## src/design/arbt_pkg.sv

```systemverilog
// ----------------------------------------------------------------------------
// arbt_pkg
// Shared widths, codes and item types of the anti-rollback trusted clock.
// ----------------------------------------------------------------------------
`default_nettype none

package arbt_pkg;

  localparam int TIME_BITS = 48;
  localparam int SW        = TIME_BITS + 2;
  localparam int MS_BITS   = 20;
  localparam int SEC_BITS  = 10;
  localparam int IDX_BITS  = 3;

  localparam logic [TIME_BITS-1:0] TIME_MAX  = '1;
  localparam logic [SEC_BITS-1:0]  MAX_SECS  = SEC_BITS'(15 * 60);
  localparam logic [MS_BITS-1:0]   MS_PER_S  = MS_BITS'(1000);

  localparam logic [1:0] OP_RESTORE = 2'd0;
  localparam logic [1:0] OP_OBSERVE = 2'd1;
  localparam logic [1:0] OP_SAMPLE  = 2'd2;

  localparam logic [2:0] ST_OK       = 3'd0;
  localparam logic [2:0] ST_INVALID  = 3'd1;
  localparam logic [2:0] ST_ROLLBACK = 3'd2;
  localparam logic [2:0] ST_BOUNDS   = 3'd3;
  localparam logic [2:0] ST_NO_TIME  = 3'd4;

  localparam logic [IDX_BITS-1:0] REG_TOLERANCE  = 3'd0;
  localparam logic [IDX_BITS-1:0] REG_SKEW       = 3'd1;
  localparam logic [IDX_BITS-1:0] REG_PAIR_VALID = 3'd2;
  localparam logic [IDX_BITS-1:0] REG_SAVED_SIGN = 3'd3;
  localparam logic [IDX_BITS-1:0] REG_SAVED_WALL = 3'd4;

  typedef logic [TIME_BITS-1:0] time_t;
  typedef logic signed [SW-1:0] stime_t;

  typedef struct packed {
    logic [MS_BITS-1:0] tol_ms;
    logic [MS_BITS-1:0] skew_ms;
    logic               pair_valid;
    time_t              saved_signed_ms;
    time_t              saved_wall_ms;
  } cfg_t;

  typedef struct packed {
    logic [1:0]       op;
    logic             wall_valid;
    time_t            wall_ms;
    logic             mono_valid;
    time_t            mono_ms;
    logic             issued_valid;
    time_t            issued_ms;
    logic [TIME_BITS:0] wall_tol;
    stime_t           isk;
    stime_t           isk_m;
    stime_t           issued_off;
    time_t            anc_init;
    stime_t           anc_init_off;
    logic             restore_rb;
  } item_t;

  typedef struct packed {
    logic [2:0] status;
    logic       now_valid;
    time_t      now_ms;
    logic       keep_valid;
    time_t      keep_signed_ms;
    time_t      keep_wall_ms;
  } res_t;

endpackage

`default_nettype wire

```

## src/design/arbt_cfg.sv

```systemverilog
// ----------------------------------------------------------------------------
// arbt_cfg
// Configuration registers; tolerance and skew held in milliseconds.
// ----------------------------------------------------------------------------
`default_nettype none

module arbt_cfg (
  input  wire logic                         clk,
  input  wire logic                         rst,
  input  wire logic                         cfg_valid,
  input  wire logic [arbt_pkg::IDX_BITS-1:0] cfg_index,
  input  wire logic [arbt_pkg::TIME_BITS-1:0] cfg_data,
  output arbt_pkg::cfg_t                    cfg
);
  import arbt_pkg::*;

  logic [SEC_BITS-1:0] secs;
  logic [SEC_BITS-1:0] secs_clamped;
  logic [MS_BITS-1:0]  secs_as_ms;

  assign secs         = cfg_data[SEC_BITS-1:0];
  assign secs_clamped = (secs > MAX_SECS) ? MAX_SECS : secs;
  assign secs_as_ms   = MS_BITS'(secs_clamped) * MS_PER_S;

  always_ff @(posedge clk) begin
    if (rst) begin
      cfg <= '0;
    end else if (cfg_valid) begin
      case (cfg_index)
        REG_TOLERANCE:  cfg.tol_ms <= secs_as_ms;
        REG_SKEW:       cfg.skew_ms <= secs_as_ms;
        REG_PAIR_VALID: cfg.pair_valid <= cfg_data[0];
        REG_SAVED_SIGN: cfg.saved_signed_ms <= cfg_data;
        REG_SAVED_WALL: cfg.saved_wall_ms <= cfg_data;
        default: ;
      endcase
    end
  end

endmodule

`default_nettype wire

```

## src/design/arbt_prep.sv

```systemverilog
// ----------------------------------------------------------------------------
// arbt_prep
// Input register; sums that depend only on the item and configuration.
// ----------------------------------------------------------------------------
`default_nettype none

module arbt_prep (
  input  wire logic                  clk,
  input  wire logic                  rst,
  input  wire arbt_pkg::cfg_t        cfg,
  input  wire logic                  in_valid,
  output logic                       in_ready,
  input  wire logic [1:0]            op,
  input  wire logic                  wall_valid,
  input  wire logic [arbt_pkg::TIME_BITS-1:0] wall_ms,
  input  wire logic                  mono_valid,
  input  wire logic [arbt_pkg::TIME_BITS-1:0] mono_ms,
  input  wire logic                  issued_valid,
  input  wire logic [arbt_pkg::TIME_BITS-1:0] issued_ms,
  output logic                       s1_valid,
  input  wire logic                  s1_ready,
  output arbt_pkg::item_t            item
);
  import arbt_pkg::*;

  item_t  item_next;
  stime_t mono_s;
  stime_t issued_s;
  logic [TIME_BITS:0] saved_wall_x;

  assign mono_s       = $signed({2'b00, mono_ms});
  assign issued_s     = $signed({2'b00, issued_ms});
  assign saved_wall_x = {1'b0, cfg.saved_wall_ms};

  always_comb begin
    item_next              = '0;
    item_next.op           = op;
    item_next.wall_valid   = wall_valid;
    item_next.wall_ms      = wall_ms;
    item_next.mono_valid   = mono_valid;
    item_next.mono_ms      = mono_ms;
    item_next.issued_valid = issued_valid;
    item_next.issued_ms    = issued_ms;
    item_next.wall_tol     = {1'b0, wall_ms} + (TIME_BITS + 1)'(cfg.tol_ms);
    item_next.isk          = issued_s - $signed(SW'(cfg.skew_ms));
    item_next.isk_m        = issued_s - $signed(SW'(cfg.skew_ms)) - mono_s;
    item_next.issued_off   = issued_s - mono_s;
    item_next.anc_init     = (cfg.pair_valid && cfg.saved_signed_ms > wall_ms) ?
                             cfg.saved_signed_ms : wall_ms;
    item_next.anc_init_off = $signed({2'b00, item_next.anc_init}) - mono_s;
    item_next.restore_rb   = cfg.pair_valid && (item_next.wall_tol < saved_wall_x);
  end

  assign in_ready = !s1_valid || s1_ready;

  always_ff @(posedge clk) begin
    if (rst) begin
      s1_valid <= 1'b0;
    end else if (in_ready) begin
      s1_valid <= in_valid;
    end
  end

  always_ff @(posedge clk) begin
    if (in_valid && in_ready) begin
      item <= item_next;
    end
  end

endmodule

`default_nettype wire

```

## src/design/arbt_core.sv

```systemverilog
// ----------------------------------------------------------------------------
// arbt_core
// High-water and anchor state; trusted now and the result of one item.
// ----------------------------------------------------------------------------
`default_nettype none

module arbt_core (
  input  wire logic            clk,
  input  wire logic            rst,
  input  wire arbt_pkg::cfg_t  cfg,
  input  wire logic            advance,
  input  wire arbt_pkg::item_t item,
  output arbt_pkg::res_t       res
);
  import arbt_pkg::*;

  logic   high_water_valid, high_water_valid_next;
  time_t  signed_high_ms, signed_high_ms_next;
  time_t  wall_high_ms, wall_high_ms_next;
  logic   anchor_valid, anchor_valid_next;
  time_t  anchor_ms, anchor_ms_next;
  time_t  anchor_mono_ms, anchor_mono_ms_next;
  stime_t anchor_off, anchor_off_next;
  logic   rollback_seen, rollback_seen_next;

  logic   tn_pre, rb_hit, nv, sat, skew_ok;
  stime_t sum;
  time_t  derived, now_raw, now;

  always_comb begin
    tn_pre  = anchor_valid && !rollback_seen && item.wall_valid && item.mono_valid &&
              (item.mono_ms >= anchor_mono_ms);
    rb_hit  = tn_pre && high_water_valid && (item.wall_tol < {1'b0, wall_high_ms});
    nv      = tn_pre && !rb_hit;
    sum     = $signed({2'b00, item.mono_ms}) + anchor_off;
    sat     = sum > $signed({2'b00, TIME_MAX});
    derived = sat ? TIME_MAX : sum[TIME_BITS-1:0];
    now_raw = (item.wall_ms > derived) ? item.wall_ms : derived;
    if (high_water_valid && signed_high_ms > now_raw) begin
      now_raw = signed_high_ms;
    end
    now     = nv ? now_raw : '0;
    skew_ok = (item.isk <= $signed({2'b00, item.wall_ms})) || sat ||
              (item.isk_m <= anchor_off) ||
              (high_water_valid && item.isk <= $signed({2'b00, signed_high_ms}));
  end

  always_comb begin
    high_water_valid_next = high_water_valid;
    signed_high_ms_next   = signed_high_ms;
    wall_high_ms_next     = wall_high_ms;
    anchor_valid_next     = anchor_valid;
    anchor_ms_next        = anchor_ms;
    anchor_mono_ms_next   = anchor_mono_ms;
    anchor_off_next       = anchor_off;
    rollback_seen_next    = rollback_seen || rb_hit;
    res                   = '0;
    case (item.op)
      OP_RESTORE: begin
        rollback_seen_next = 1'b0;
        if (!item.wall_valid || !item.mono_valid) begin
          res.status = ST_INVALID;
        end else if (item.restore_rb) begin
          rollback_seen_next = 1'b1;
          res.status         = ST_ROLLBACK;
        end else begin
          high_water_valid_next = cfg.pair_valid;
          signed_high_ms_next   = cfg.saved_signed_ms;
          wall_high_ms_next     = cfg.saved_wall_ms;
          anchor_ms_next        = item.anc_init;
          anchor_mono_ms_next   = item.mono_ms;
          anchor_off_next       = item.anc_init_off;
          anchor_valid_next     = 1'b1;
        end
      end
      OP_OBSERVE: begin
        if (!nv) begin
          res.status = rollback_seen_next ? ST_ROLLBACK : ST_NO_TIME;
        end else if (!item.issued_valid || !skew_ok) begin
          res.status = ST_BOUNDS;
        end else begin
          if (!high_water_valid || item.issued_ms > signed_high_ms) begin
            signed_high_ms_next = item.issued_ms;
          end
          if (!high_water_valid || item.wall_ms > wall_high_ms) begin
            wall_high_ms_next = item.wall_ms;
          end
          high_water_valid_next = 1'b1;
          if (item.issued_ms > anchor_ms) begin
            anchor_ms_next      = item.issued_ms;
            anchor_mono_ms_next = item.mono_ms;
            anchor_off_next     = item.issued_off;
          end
        end
      end
      OP_SAMPLE: begin
        res.status    = nv ? ST_OK : (rollback_seen_next ? ST_ROLLBACK : ST_NO_TIME);
        res.now_valid = nv;
        res.now_ms    = now;
        if (high_water_valid) begin
          res.keep_valid     = 1'b1;
          res.keep_signed_ms = signed_high_ms;
          res.keep_wall_ms   = (nv && now > wall_high_ms) ? now : wall_high_ms;
        end
      end
      default: begin
        rollback_seen_next = rollback_seen;
        res.status         = ST_INVALID;
      end
    endcase
  end

  always_ff @(posedge clk) begin
    if (rst) begin
      high_water_valid <= 1'b0;
      signed_high_ms   <= '0;
      wall_high_ms     <= '0;
      anchor_valid     <= 1'b0;
      anchor_ms        <= '0;
      anchor_mono_ms   <= '0;
      anchor_off       <= '0;
      rollback_seen    <= 1'b0;
    end else if (advance) begin
      high_water_valid <= high_water_valid_next;
      signed_high_ms   <= signed_high_ms_next;
      wall_high_ms     <= wall_high_ms_next;
      anchor_valid     <= anchor_valid_next;
      anchor_ms        <= anchor_ms_next;
      anchor_mono_ms   <= anchor_mono_ms_next;
      anchor_off       <= anchor_off_next;
      rollback_seen    <= rollback_seen_next;
    end
  end

  a_off_consistent: assert property (@(posedge clk) disable iff (rst)
    anchor_off == $signed({2'b00, anchor_ms}) - $signed({2'b00, anchor_mono_ms}))
    else $error("anchor offset out of step with anchor");

  a_hw_needs_anchor: assert property (@(posedge clk) disable iff (rst)
    high_water_valid |-> anchor_valid)
    else $error("high-water valid without anchor");

  a_restore_clears: assert property (@(posedge clk) disable iff (rst)
    advance && item.op == OP_RESTORE && !item.restore_rb |=> !rollback_seen)
    else $error("restore left rollback latched");

  a_now_floor: assert property (@(posedge clk) disable iff (rst)
    advance && res.now_valid |-> res.now_ms >= item.wall_ms && res.status == ST_OK)
    else $error("trusted now below wall sample");

endmodule

`default_nettype wire

```

## src/design/arbt_out.sv

```systemverilog
// ----------------------------------------------------------------------------
// arbt_out
// Result register towards the output channel.
// ----------------------------------------------------------------------------
`default_nettype none

module arbt_out (
  input  wire logic           clk,
  input  wire logic           rst,
  input  wire logic           s1_valid,
  output logic                s1_ready,
  input  wire arbt_pkg::res_t res_next,
  output logic                out_valid,
  input  wire logic           out_ready,
  output arbt_pkg::res_t      res
);
  import arbt_pkg::*;

  assign s1_ready = !out_valid || out_ready;

  always_ff @(posedge clk) begin
    if (rst) begin
      out_valid <= 1'b0;
    end else if (s1_ready) begin
      out_valid <= s1_valid;
    end
  end

  always_ff @(posedge clk) begin
    if (s1_valid && s1_ready) begin
      res <= res_next;
    end
  end

endmodule

`default_nettype wire

```

## src/design/anti_rollback_trusted_clock_core.sv

```systemverilog
// ----------------------------------------------------------------------------
// anti_rollback_trusted_clock_core
// Trusted wall time with rollback detection and signed-time high-water marks.
//
//   channel  direction  handshake              payload
//   in       sink       in_valid / in_ready    op, wall, mono, issued samples
//   out      source     out_valid / out_ready  status, now, keep pair
//   cfg      sink       cfg_valid / cfg_ready  cfg_index, cfg_data
//
// one item per cycle sustained while out_ready stays high; an accepted item
// passes through the input register, then the result register, before
// out_valid rises; state updates as an item leaves the input register, so
// consecutive items see each other's effects
// synchronous reset clears state and configuration; no clearing pass
// a stalled output holds its result while one more item waits in the input
// register; cfg_ready is always high
// ----------------------------------------------------------------------------
`default_nettype none

module anti_rollback_trusted_clock_core (
  input  wire logic                           clk,
  input  wire logic                           rst,
  input  wire logic                           cfg_valid,
  output logic                                cfg_ready,
  input  wire logic [arbt_pkg::IDX_BITS-1:0]  cfg_index,
  input  wire logic [arbt_pkg::TIME_BITS-1:0] cfg_data,
  input  wire logic                           in_valid,
  output logic                                in_ready,
  input  wire logic [1:0]                     op,
  input  wire logic                           wall_valid,
  input  wire logic [arbt_pkg::TIME_BITS-1:0] wall_ms,
  input  wire logic                           mono_valid,
  input  wire logic [arbt_pkg::TIME_BITS-1:0] mono_ms,
  input  wire logic                           issued_valid,
  input  wire logic [arbt_pkg::TIME_BITS-1:0] issued_ms,
  output logic                                out_valid,
  input  wire logic                           out_ready,
  output logic [2:0]                          status,
  output logic                                now_valid,
  output logic [arbt_pkg::TIME_BITS-1:0]      now_ms,
  output logic                                keep_valid,
  output logic [arbt_pkg::TIME_BITS-1:0]      keep_signed_ms,
  output logic [arbt_pkg::TIME_BITS-1:0]      keep_wall_ms
);
  import arbt_pkg::*;

  cfg_t  cfg;
  item_t item;
  res_t  res_next;
  res_t  res;
  logic  s1_valid;
  logic  s1_ready;

  assign cfg_ready = 1'b1;

  arbt_cfg u_cfg (
    .clk       (clk),
    .rst       (rst),
    .cfg_valid (cfg_valid),
    .cfg_index (cfg_index),
    .cfg_data  (cfg_data),
    .cfg       (cfg)
  );

  arbt_prep u_prep (
    .clk          (clk),
    .rst          (rst),
    .cfg          (cfg),
    .in_valid     (in_valid),
    .in_ready     (in_ready),
    .op           (op),
    .wall_valid   (wall_valid),
    .wall_ms      (wall_ms),
    .mono_valid   (mono_valid),
    .mono_ms      (mono_ms),
    .issued_valid (issued_valid),
    .issued_ms    (issued_ms),
    .s1_valid     (s1_valid),
    .s1_ready     (s1_ready),
    .item         (item)
  );

  arbt_core u_core (
    .clk     (clk),
    .rst     (rst),
    .cfg     (cfg),
    .advance (s1_valid && s1_ready),
    .item    (item),
    .res     (res_next)
  );

  arbt_out u_out (
    .clk       (clk),
    .rst       (rst),
    .s1_valid  (s1_valid),
    .s1_ready  (s1_ready),
    .res_next  (res_next),
    .out_valid (out_valid),
    .out_ready (out_ready),
    .res       (res)
  );

  assign status         = res.status;
  assign now_valid      = res.now_valid;
  assign now_ms         = res.now_ms;
  assign keep_valid     = res.keep_valid;
  assign keep_signed_ms = res.keep_signed_ms;
  assign keep_wall_ms   = res.keep_wall_ms;

endmodule

`default_nettype wire
```

## config.mk

```make
export PLATFORM = sky130hd
export DESIGN_NAME = anti_rollback_trusted_clock_core
export DESIGN_NICKNAME = d
export VERILOG_FILES = /design/src/design/arbt_pkg.sv /design/src/design/arbt_cfg.sv /design/src/design/arbt_prep.sv /design/src/design/arbt_core.sv /design/src/design/arbt_out.sv /design/src/design/anti_rollback_trusted_clock_core.sv
export SDC_FILE = /design/constraint.sdc
export NUM_CORES = 2
export LEC_CHECK = 0
export BUFFER_PORTS_ARGS = -buffer_cell sky130_fd_sc_hd__buf_2
export CAP_MARGIN = 25
export CORE_ASPECT_RATIO = 0.6
export CORE_MARGIN = 4
export CORE_UTILIZATION = 50
export DETAILED_ROUTE_END_ITERATION = 10
export GPL_ROUTABILITY_DRIVEN = 0
export GPL_TIMING_DRIVEN = 0
export HOLD_SLACK_MARGIN = 0.08
export PLACE_DENSITY = 0.7
export SYNTH_ARGS = -nofsm -noshare
export SYNTH_HDL_FRONTEND = slang
export SYNTH_SLANG_ARGS = --single-unit
```

## constraint.sdc

```tcl
create_clock -name clk -period 10.4 [get_ports clk]
set_input_delay 0 -clock clk [delete_from_list [all_inputs] [get_ports clk]]
set_output_delay 0 -clock clk [all_outputs]
set_load 0.03 [all_outputs]
```

==> run summary <==
LEAKAGE = 0.0342 uW
Fraction of registers with async set/reset = 0%
Routed WL = 267,000 um
Seq cells post-synth = 961
Global-route wire length before repair = 377,000 um
Final Skew = 0.0461 ns
Die H = 290 um
Failing checks = DRC, setup timing
Vias in the first global route = 57,300
Setup violators final = 48
H-tree levels = 3
DRC violation count after routing = 20
Critical Path Max Stage Delay = 0.48 ns
Final period util = 117%
First DRT Iteration DRCs = 9,711
Average size of a mapped cell = 9.52 sq um
EDFF count, synth = 584
Area grow syn2layout = 22.4%
Worst slack, placed = -8.16 ns
Status = finished with violations
Avg Vias per Cell = 6.37
Num CTS Buffers = 94
Die W = 478 um
Worst min-delay path startpoint = cfg_data[29]
Yosys Warn Count = 0
I/O pins = 357
Full die area = 138,000 sq um
Worst Setup SP = u_prep.item[347]
Critical path arrival = 12.55 ns
WL/cell = 27.4 um
Register area share after synthesis = 37.9%
Top FF cell, synth = edfxtp_1
Max Freq = 0.0825 GHz
Bufs on Longest Clock Path = 3
Antenna Nets Post-Route = 0
Max Fanout on Critical Path = 4
CP Launch Type = register
CP Capture Type = register
Vias post-DR = 62,100
Congestion Overflow GR = 0
Final hold vios = 0
Layout Nets = 9,027
Largest net degree at the start of global routing = 91
Register area = 25,100 sq um
Worst hold path class = primary input to register
Hold WS = 0.0759 ns
Reg2reg start = u_prep.item[347]
Crit path max-delay cell type = edfxtp_1
Post-Route Setup TNS = -76.28 ns
CTS tree = yes
HPWL after detailed placement = 207,000 um
Critical path type = register to register
CTS Root Cell = clkbuf_16
Tot Pwr = 11,900 uW
Power Density = 147 nW/um^2
RR Endpoint = u_out.res[38]
Port-buffer cells = 354
Mapped Area = 66,200 sq um
Initial antenna violation count = 16
FP Rows = 103
CORE AREA = 131,000 sq um
Worst R2R Setup Slack = -1.73 ns
Cells after Synth = 6,955
Worst slew pin tran = 1.29 ns
Fill count = 10,700
WHS Path Cells = 4
Synth cell types = 91
Multi-input logic area = 39,600 sq um
Setup ws final = -1.73 ns
Max Transition Viols Final = 0
R2r worst-path depth = 53
RSZ-0062 raised after global routing = true
Min Tclk post-route = 12.13 ns
Max VDD drop = 139 uV
Hold endpoint = u_cfg.cfg[77]
Worst-path clk slew = 0.07 ns
Drt first pass iters = 11
Maximum capacitance violations = 0
Worst skew pair latency = 0.76 ns
Share of layout cells above drive strength 1 = 15.0%
Gr usage total = 36.5%
Initial cell density of the core = 50.4%
Slew margin rel. = 11.6%
Clock Sinks = 961
Worst path required time = 10.82 ns
Syn nets = 8,083
-- how the worst max path moves through the flow --
stage,cells past startpoint,end
5_1_grt,55,u_out.res[39]
2_1_floorplan,53,u_out.res[2]
6_report,53,u_out.res[38]
3_5_place_dp,50,u_out.res[43]
3_3_place_gp,50,u_out.res[43]
4_1_cts,52,u_out.res[44]
-- power by group --
| part | internal [uW] | switching [uW] | total (uW) |
|---|---|---|---|
| Clock | 2140 | 1680 | 3810 |
| Sequential | 4350 | 172 | 4520 |
| Combinational | 1400 | 2150 | 3550 |
-- layout by cell type (no fill, tap or decap), types with 52 or more instances in the layout --
cell	netlist	final
a21oi_1	660	610
mux2i_1	110	106
clkbuf_1	213	191
o21ai_0	264	232
xor2_1	81	80
a311oi_1	66	62
mux2_2	147	146
buf_2	21	374
nand3_1	90	86
nor3_1	76	69
buf_4	12	132
ha_1	887	856
dfxtp_1	377	377
o21a_1	53	52
a21o_1	334	332
inv_1	594	592
and2_1	101	98
clkbuf_16	0	120
edfxtp_1	584	584
xnor2_1	178	177
nand2_1	481	477
dlygate4sd3_1	0	313
a221oi_1	64	57
nand2b_1	155	155
nand4_1	148	148
nor2b_1	79	79
nor2_1	586	562
-- area by class of cell --
cell class              count  share of cell area (%)
plain buffers             250                    2.01
inverters                 594                    2.76
flip-flops and latches    961                    31.0
well taps                1732                    2.67
multi-input cells        5137                    48.8
clock inverters            46                   0.729
diodes                     28                  0.0865
repair buffers            861                    8.63
clock buffers             131                    3.32
-- cell families (layout without fill, tap and decap cells) --
group                    count (synthesis)  after routing  share of synthesized area, %
buffers and inverters                  858           1882                          5.08
AND/OR/NAND/NOR                       1872           1872                          13.5
AO/OA/AOI/OAI                         1821           1822                          18.0
adder cells (fa/ha/maj)                923            923                          17.9
flip-flops                             961            961                          37.9
other                                    1             29                       0.00566
XOR/XNOR                               259            259                          3.43
multiplexers                           260            260                          4.23
-- sequential cells by signal, summed over array words and instances (netlist names), 48 cells and up --
name and flops:
u_prep.item 435, u_out.res 149, u_cfg.cfg 131, u_core.anchor_off 49
u_core.anchor_mono_ms 48, u_core.anchor_ms 48, u_core.signed_high_ms 48, u_core.wall_high_ms 48
-- metrics by stage --
stage                     cells  cell area [sq um]  utilization [%]
after global routing       9719              81000             61.6
after floorplan            6955              66200                -
final                      9740              81000             61.6
after global placement     9041              70200             53.4
after detailed placement   9070              70700             53.8
after CTS                  9657              79700             60.6
-- what timing repair did --
action | 4_1_cts | 5_1_grt
pin swaps | 79 | 55
resized for setup | 334 | 149
hold buffers | 313 | 0
cloned | 6 | 3
endpoints found under the hold margin | 574 | 0
endpoints found under the setup margin | 96 | 48
setup buffers | 102 | 36
-- cells in the mapped netlist, types with 28 or more instances --
cell type  count  share of area (%)
o221a_2       29               0.49
ha_1         887                 17
nand4_1      148                1.4
mux2_2       147                2.5
nand3_1       90               0.68
xor2_1        81                1.1
clkbuf_1     213                1.2
nand2b_1     155                1.5
nand2_1      481                2.7
a21oi_1      660                5.0
nor2_1       586                3.3
o21a_1        53               0.60
and2_1       101               0.95
nor2b_1       79               0.75
a21o_1       334                3.8
dfxtp_1      377                 11
edfxtp_1     584                 26
a221oi_1      64               0.85
a311oi_1      66               0.87
and3_1        40               0.38
mux2i_1      110                1.7
o21bai_1      30               0.34
xnor2_1      178                2.4
inv_1        594                3.4
nor3_1        76               0.57
fa_1          36                1.1
o211ai_1      28               0.32
a31oi_1       34               0.32
o21ai_0      264                2.0
a211oi_1      46               0.52
-- critical path, delay by kind of cell, from the launching register on --
| kind | cells | cell delay, ns |
|---|---|---|
| compound gates | 20 | 4.28 |
| fa+ha+maj | 5 | 1.49 |
| buf+inv | 11 | 1.91 |
| flops | 1 | 0.48 |
| simple gates | 16 | 3.19 |
| mux | 1 | 0.40 |
-- routing by layer --
metal	wire length, um	GRT usage [%]
met1	106000	49.6
met3	43100	16.7
met4	14200	15.4
met2	103000	49.3
met5	1150	2.26
(Power assumes the default switching activity.)
